### config.mk
export PLATFORM = sky130hd
export DESIGN_NAME = cau_div_cell
export DESIGN_NICKNAME = d
export VERILOG_FILES = /design/src/hw/rtl/cau_pkg.sv /design/src/hw/rtl/cau_div_cell.sv
export SDC_FILE = /design/constraint.sdc
export NUM_CORES = 1
export LEC_CHECK = 0
export BUFFER_PORTS_ARGS = -buffer_cell sky130_fd_sc_hd__buf_2
export CAP_MARGIN = 40
export CELL_PAD_IN_SITES_DETAIL_PLACEMENT = 0
export CELL_PAD_IN_SITES_GLOBAL_PLACEMENT = 2
export CORE_AREA = 2 2 537 539
export CTS_BUF_LIST = sky130_fd_sc_hd__clkbuf_8
export DETAILED_ROUTE_END_ITERATION = 8
export DIE_AREA = 0 0 539 541
export GPL_TIMING_DRIVEN = 1
export PLACE_DENSITY = 0.42
export SYNTH_ARGS = -nofsm -noshare
export SYNTH_HDL_FRONTEND = slang
export SYNTH_SLANG_ARGS = --single-unit
### constraint.sdc
create_clock -name clk -period 2.2 [get_ports clk]
set_input_delay 0.33 -clock clk [delete_from_list [all_inputs] [get_ports clk]]
set_output_delay 0.33 -clock clk [all_outputs]
set_load 0.05 [all_outputs]
### src/hw/rtl/cau_pkg.sv
`timescale 1ns / 1ps
// ----------------------------------------------------------------------------
// cau_pkg: shared types and codes for the complex arithmetic unit
// Holds the request codes and the record that travels down the divider chain.
// ----------------------------------------------------------------------------
package cau_pkg;

    typedef enum logic [2:0] {
        OP_ADD = 3'd0,
        OP_SUB = 3'd1,
        OP_MUL = 3'd2,
        OP_DIV = 3'd3,
        OP_NEG = 3'd4,
        OP_CMP = 3'd5,
        OP_RS6 = 3'd6,
        OP_RS7 = 3'd7
    } op_t;

    // Side information that follows a request through the chain.
    typedef struct packed {
        logic valid;
        logic dz;
        logic neg_re;
        logic neg_im;
    } tag_t;

endpackage

### src/hw/rtl/cau_div_cell.sv
`timescale 1ns / 1ps
// ----------------------------------------------------------------------------
// cau_div_cell: one restoring-division step for two quotients
// Shift in one numerator bit, try the subtract, hand the result on.
// ----------------------------------------------------------------------------
module cau_div_cell
    import cau_pkg::*;
#(
    parameter int NW = 96,
    parameter int DW = 66,
    parameter int QW = 48
)
(
    input  logic          clk,
    input  logic          rst_n,
    input  logic          en,
    input  tag_t          tag_in,
    input  logic [NW-1:0] nre_in,
    input  logic [NW-1:0] nim_in,
    input  logic [DW-1:0] rre_in,
    input  logic [DW-1:0] rim_in,
    input  logic [QW-1:0] qre_in,
    input  logic [QW-1:0] qim_in,
    input  logic [DW-1:0] den_in,
    input  logic [QW-1:0] pre_in,
    input  logic [QW-1:0] pim_in,
    input  logic [QW-1:0] hre_in,
    input  logic [QW-1:0] him_in,
    output tag_t          tag_out,
    output logic [NW-1:0] nre_out,
    output logic [NW-1:0] nim_out,
    output logic [DW-1:0] rre_out,
    output logic [DW-1:0] rim_out,
    output logic [QW-1:0] qre_out,
    output logic [QW-1:0] qim_out,
    output logic [DW-1:0] den_out,
    output logic [QW-1:0] pre_out,
    output logic [QW-1:0] pim_out,
    output logic [QW-1:0] hre_out,
    output logic [QW-1:0] him_out
);

    tag_t          tag_reg;
    logic [NW-1:0] nre_reg, nim_reg;
    logic [DW-1:0] rre_reg, rim_reg, den_reg;
    logic [QW-1:0] qre_reg, qim_reg, pre_reg, pim_reg, hre_reg, him_reg;
    logic [DW:0]   tre, tim, dre, dim;

    always_comb
    begin
        tre = {rre_in, nre_in[NW-1]};
        tim = {rim_in, nim_in[NW-1]};
        dre = tre - {1'b0, den_in};
        dim = tim - {1'b0, den_in};
    end

    always_ff @(posedge clk or negedge rst_n)
    begin
        if (!rst_n)
        begin
            tag_reg <= '0;
        end
        else if (en)
        begin
            tag_reg <= tag_in;
        end
    end

    always_ff @(posedge clk)
    begin
        if (en)
        begin
            nre_reg <= {nre_in[NW-2:0], 1'b0};
            nim_reg <= {nim_in[NW-2:0], 1'b0};
            rre_reg <= dre[DW] ? tre[DW-1:0] : dre[DW-1:0];
            rim_reg <= dim[DW] ? tim[DW-1:0] : dim[DW-1:0];
            qre_reg <= {qre_in[QW-2:0], ~dre[DW]};
            qim_reg <= {qim_in[QW-2:0], ~dim[DW]};
            den_reg <= den_in;
            pre_reg <= pre_in;
            pim_reg <= pim_in;
            hre_reg <= hre_in;
            him_reg <= him_in;
        end
    end

    assign tag_out = tag_reg;
    assign nre_out = nre_reg;
    assign nim_out = nim_reg;
    assign rre_out = rre_reg;
    assign rim_out = rim_reg;
    assign qre_out = qre_reg;
    assign qim_out = qim_reg;
    assign den_out = den_reg;
    assign pre_out = pre_reg;
    assign pim_out = pim_reg;
    assign hre_out = hre_reg;
    assign him_out = him_reg;

endmodule

==> impl_summary.log <==
[metrics] critical path fanouts, max: 5
[metrics] setup slack after layout: -1050 ps
[metrics] fraction of layout instances using a drive strength above 1: 51.2%
[metrics] worst slew margin relative to its limit: 51.6%
[metrics] Cell Count, Final, Fillers Out: 8971
[metrics] initial antenna violation count: 62
[metrics] proportion of netlist area held by the largest area contributor: 66.4%
[metrics] total number of clock tree sinks: 680
[metrics] combinational fraction of design power: 33.8%
[metrics] Final Net Count: 5891
[metrics] Routed met2 length: 99900 microns
[metrics] portion of the clock cycle consumed by the worst path in the final layout: 148%
[metrics] endpoints failing hold: 1
[metrics] ys flop type: sky130_fd_sc_hd__edfxtp_1
[metrics] most frequent cell after synthesis: sky130_fd_sc_hd__edfxtp_1
[metrics] area growth from synthesis to layout: 94.7%
[metrics] status: finished with violations
[metrics] TritonCTS clock tree: yes
[metrics] maximum clock insertion buffer count: 4
[metrics] count of maximum capacitance violations: 0
[metrics] Num CTS Buffers: 147
[metrics] warning count from the yosys run: 0
[metrics] maximum operating frequency: 0.308 GHz
[metrics] syn_area_per_cell: 13.9 sq um
[metrics] Initial Util: 10.7%
[metrics] DP HPWL: 160000 microns
[metrics] first-pass GRT wire length: 267000 microns
[metrics] length of routed met3 wiring: 10900 microns
[metrics] Setup Crit Path Kind: input pin to flip-flop
[metrics] top cells by area, synth: sky130_fd_sc_hd__edfxtp_1 66%, sky130_fd_sc_hd__ha_1 5.4%, sky130_fd_sc_hd__a21oi_1 2.8%, sky130_fd_sc_hd__o21ai_0 2.5%, sky130_fd_sc_hd__mux2_4 2.3%
[metrics] RSZ-0062 raised after global routing: true
[metrics] clk root buf: sky130_fd_sc_hd__clkbuf_8
[metrics] sequential share of power: 35.8%
[metrics] DR iter-0 viols: 1376
[metrics] Avg WL per Cell: 21.9 microns
[metrics] post-CTS clock slew at the launch and capture registers of the worst setup and hold paths: 60 ps
[metrics] number of instances in the synthesized netlist: 2195
[metrics] fraction of synthesis flops using an asynchronous set or reset pin: 0.588%
[metrics] via total after detailed routing: 30300
[metrics] uppermost metal layer occupied by signal nets: met5
[metrics] violations in the final reports: negative hold slack, negative setup slack
[metrics] total negative slack for setup checks: -94650 ps
[metrics] commonest cells in the synthesized netlist: 676 x sky130_fd_sc_hd__edfxtp_1, 172 x sky130_fd_sc_hd__nand2_1, 168 x sky130_fd_sc_hd__a21oi_1, 150 x sky130_fd_sc_hd__o21ai_0, 132 x sky130_fd_sc_hd__ha_1
[metrics] clock latency at the later pin of the worst-skew pair: 850 ps
[metrics] sequential fraction of the synthesis area: 66.7%
[metrics] routability cong.: 0.847
[metrics] Final Hold Slack: -195 ps
[metrics] standby leakage power: 0.0256 uW
[metrics] kind of start point of the critical path: input pin
[metrics] Placed Cells incl. Taps: 7963
[metrics] area leader, netlist: sky130_fd_sc_hd__edfxtp_1
[metrics] Sw Ratio: 36.8%
[metrics] Remaining Overflow, GRT: 0
[metrics] power density normalized to cell area: 760 mW/mm^2
[metrics] Post-synth EDFFs: 676
[metrics] worst setup skew after layout: 0 ps
[metrics] final period demand of the worst path: 3250 ps
[metrics] post-synthesis sequential element count: 680
[metrics] number of unique standard cell types used by synthesis: 82
[metrics] fraction of power consumed by the clock network: 30.4%
[metrics] Max Slew Vio Count: 0
[metrics] total internal power: 28600 uW
[metrics] post-placement worst setup slack: -2270 ps
[metrics] number of nets with antenna violations after detailed routing: 0
[metrics] Tightest Pin Transition: 724 ps
[metrics] number of primary I/O pins: 1367
[metrics] post-detailed-routing wire length: 197000 microns
[metrics] switching pwr: 16700 uW
[metrics] placeable core region: 0.286 sq mm
[metrics] gr usage total: 13.0%
[metrics] worst min-delay path category: input pin to flip-flop
[metrics] drt first pass iters: 5
[metrics] vias in the first global route: 32200
[metrics] floorplan die area: 0.292 sq mm
[metrics] height of the die: 541 microns
[metrics] Met1 Routed Length: 81200 microns
[metrics] worst endpoint required time: 2820 ps
[metrics] vias per inst: 3.38
[metrics] kind of end point of the critical path: flip-flop
[metrics] arrival time of the worst setup path: 3870 ps
[metrics] Max H-tree Level: 4
[metrics] count of final setup violators: 134
[metrics] count of buffers from port buffering: 1362
[metrics] worst ir drop on vdd: 402 uV
[metrics] Die Width: 539 microns
[metrics] largest net degree at the start of global routing: 87
[metrics] synthesized area: 0.0306 sq mm
[metrics] DRC violation count after routing: 0
[metrics] row count: 197
[worst max-delay path, cell delays in order]
cell and delay, ps:
sky130_fd_sc_hd__buf_8 100, sky130_fd_sc_hd__buf_6 110, sky130_fd_sc_hd__ha_4 150, sky130_fd_sc_hd__fa_2 340
sky130_fd_sc_hd__and2b_2 260, sky130_fd_sc_hd__o2111ai_4 170, sky130_fd_sc_hd__a2111oi_4 370, sky130_fd_sc_hd__buf_4 190
sky130_fd_sc_hd__o21ai_4 60, sky130_fd_sc_hd__a21oi_2 140, sky130_fd_sc_hd__buf_6 130, sky130_fd_sc_hd__o211a_4 170
sky130_fd_sc_hd__o2111ai_4 120, sky130_fd_sc_hd__and3_4 190, sky130_fd_sc_hd__or2_4 280, sky130_fd_sc_hd__inv_16 90
sky130_fd_sc_hd__buf_12 140, sky130_fd_sc_hd__buf_8 110, sky130_fd_sc_hd__buf_6 100, sky130_fd_sc_hd__mux2_4 290
[cell usage in the layout (no fill, tap or decap), types with 61 or more instances in the layout]
cell and count:
sky130_fd_sc_hd__buf_4 683, sky130_fd_sc_hd__a21o_1 73, sky130_fd_sc_hd__dlygate4sd3_1 693, sky130_fd_sc_hd__buf_2 1346
sky130_fd_sc_hd__inv_1 142, sky130_fd_sc_hd__clkbuf_8 151, sky130_fd_sc_hd__nor2_1 76, sky130_fd_sc_hd__ha_1 106
sky130_fd_sc_hd__o21ai_0 61, sky130_fd_sc_hd__xnor2_1 62, sky130_fd_sc_hd__a21oi_1 141, sky130_fd_sc_hd__nand2_1 120
sky130_fd_sc_hd__o21ai_2 65, sky130_fd_sc_hd__edfxtp_1 676
[sequential cells by signal (all words and copies together), names as in the netlist]
signal   flops
nre_out     95
qre_out     48
qim_out     48
den_out     66
him_out     48
nim_out     95
pre_out     48
rim_out     66
hre_out     48
pim_out     48
rre_out     66
tag_out      4
[final cells by class]
type / count / area, sq um
antenna: 13 / 32.5
clock buffer: 151 / 2080
clock inverter: 103 / 661
fill: 31600 / 227000
inverter: 118 / 485
multi-input combinational: 1313 / 10800
sequential: 680 / 20400
tap: 3781 / 4730
timing repair buffer: 2812 / 20300
[what timing repair did]
item / in CTS / in global routing
gates resized for setup: 271 / 194
pin swaps: 53 / 68
buffers inserted: 40 / 19
hold buffers: 691 / 6
cloned: 10 / 0
endpoints found under the setup margin: 142 / 135
hold endpoints to repair: 755 / 7
[layer usage]
metal / GRT usage [%] / vias up
met1: 15.4 / 14800
met2: 23.5 / 1006
li1: - / 14100
met4: 2.86 / 22
met5: 0 / -
met3: 3.02 / 275
[power groups by stage]
| stage | Clock (uW) | Combinational (uW) | Sequential, uW |
|---|---|---|---|
| floorplan | 0 | 2970 | 20700 |
| global placement | 0 | 13300 | 16500 |
| detailed placement | 0 | 13200 | 16400 |
| CTS | 14600 | 15400 | 16200 |
| global route | 15100 | 16200 | 16300 |
| finish | 13700 | 15300 | 16200 |
[metrics by stage]
stage	utilization [%]	power, uW	cell area (sq um)
floorplan	-	23700	30800
CTS	20.5	46100	58800
global route	20.8	47600	59500
global placement	16.6	29700	47400
detailed placement	16.6	29700	47400
finish	20.8	45200	59500
[path summary, 6_finish.rpt]
check	startpoint	to	slack, ps	cells past startpoint
worst min-delay path	nim_in[95]	rim_out[0]	-190	3
max in group asynchronous	rst_n	tag_out[0]	960	3
worst max-delay path	den_in[0]	rre_out[12]	-1050	20
min in group asynchronous	rst_n	tag_out[3]	750	3
worst min register to register	tag_out[2]	tag_out[2]	530	1
worst max register to register	tag_out[1]	tag_out[1]	1280	1
[logic make-up (layout without fill, tap and decap cells)]
group | Yosys count | after routing | synth area share [%]
compound gates | 574 | 574 | 11.9
mux | 63 | 63 | 2.87
buf+inv | 203 | 3184 | 2.94
xor+xnor | 121 | 121 | 3.47
flops | 680 | 680 | 66.7
other cells | 1 | 15 | 0.0123
simple gates | 419 | 419 | 6.52
fa+ha+maj | 134 | 134 | 5.53
Note: power is estimated with default switching activity, not from simulation.
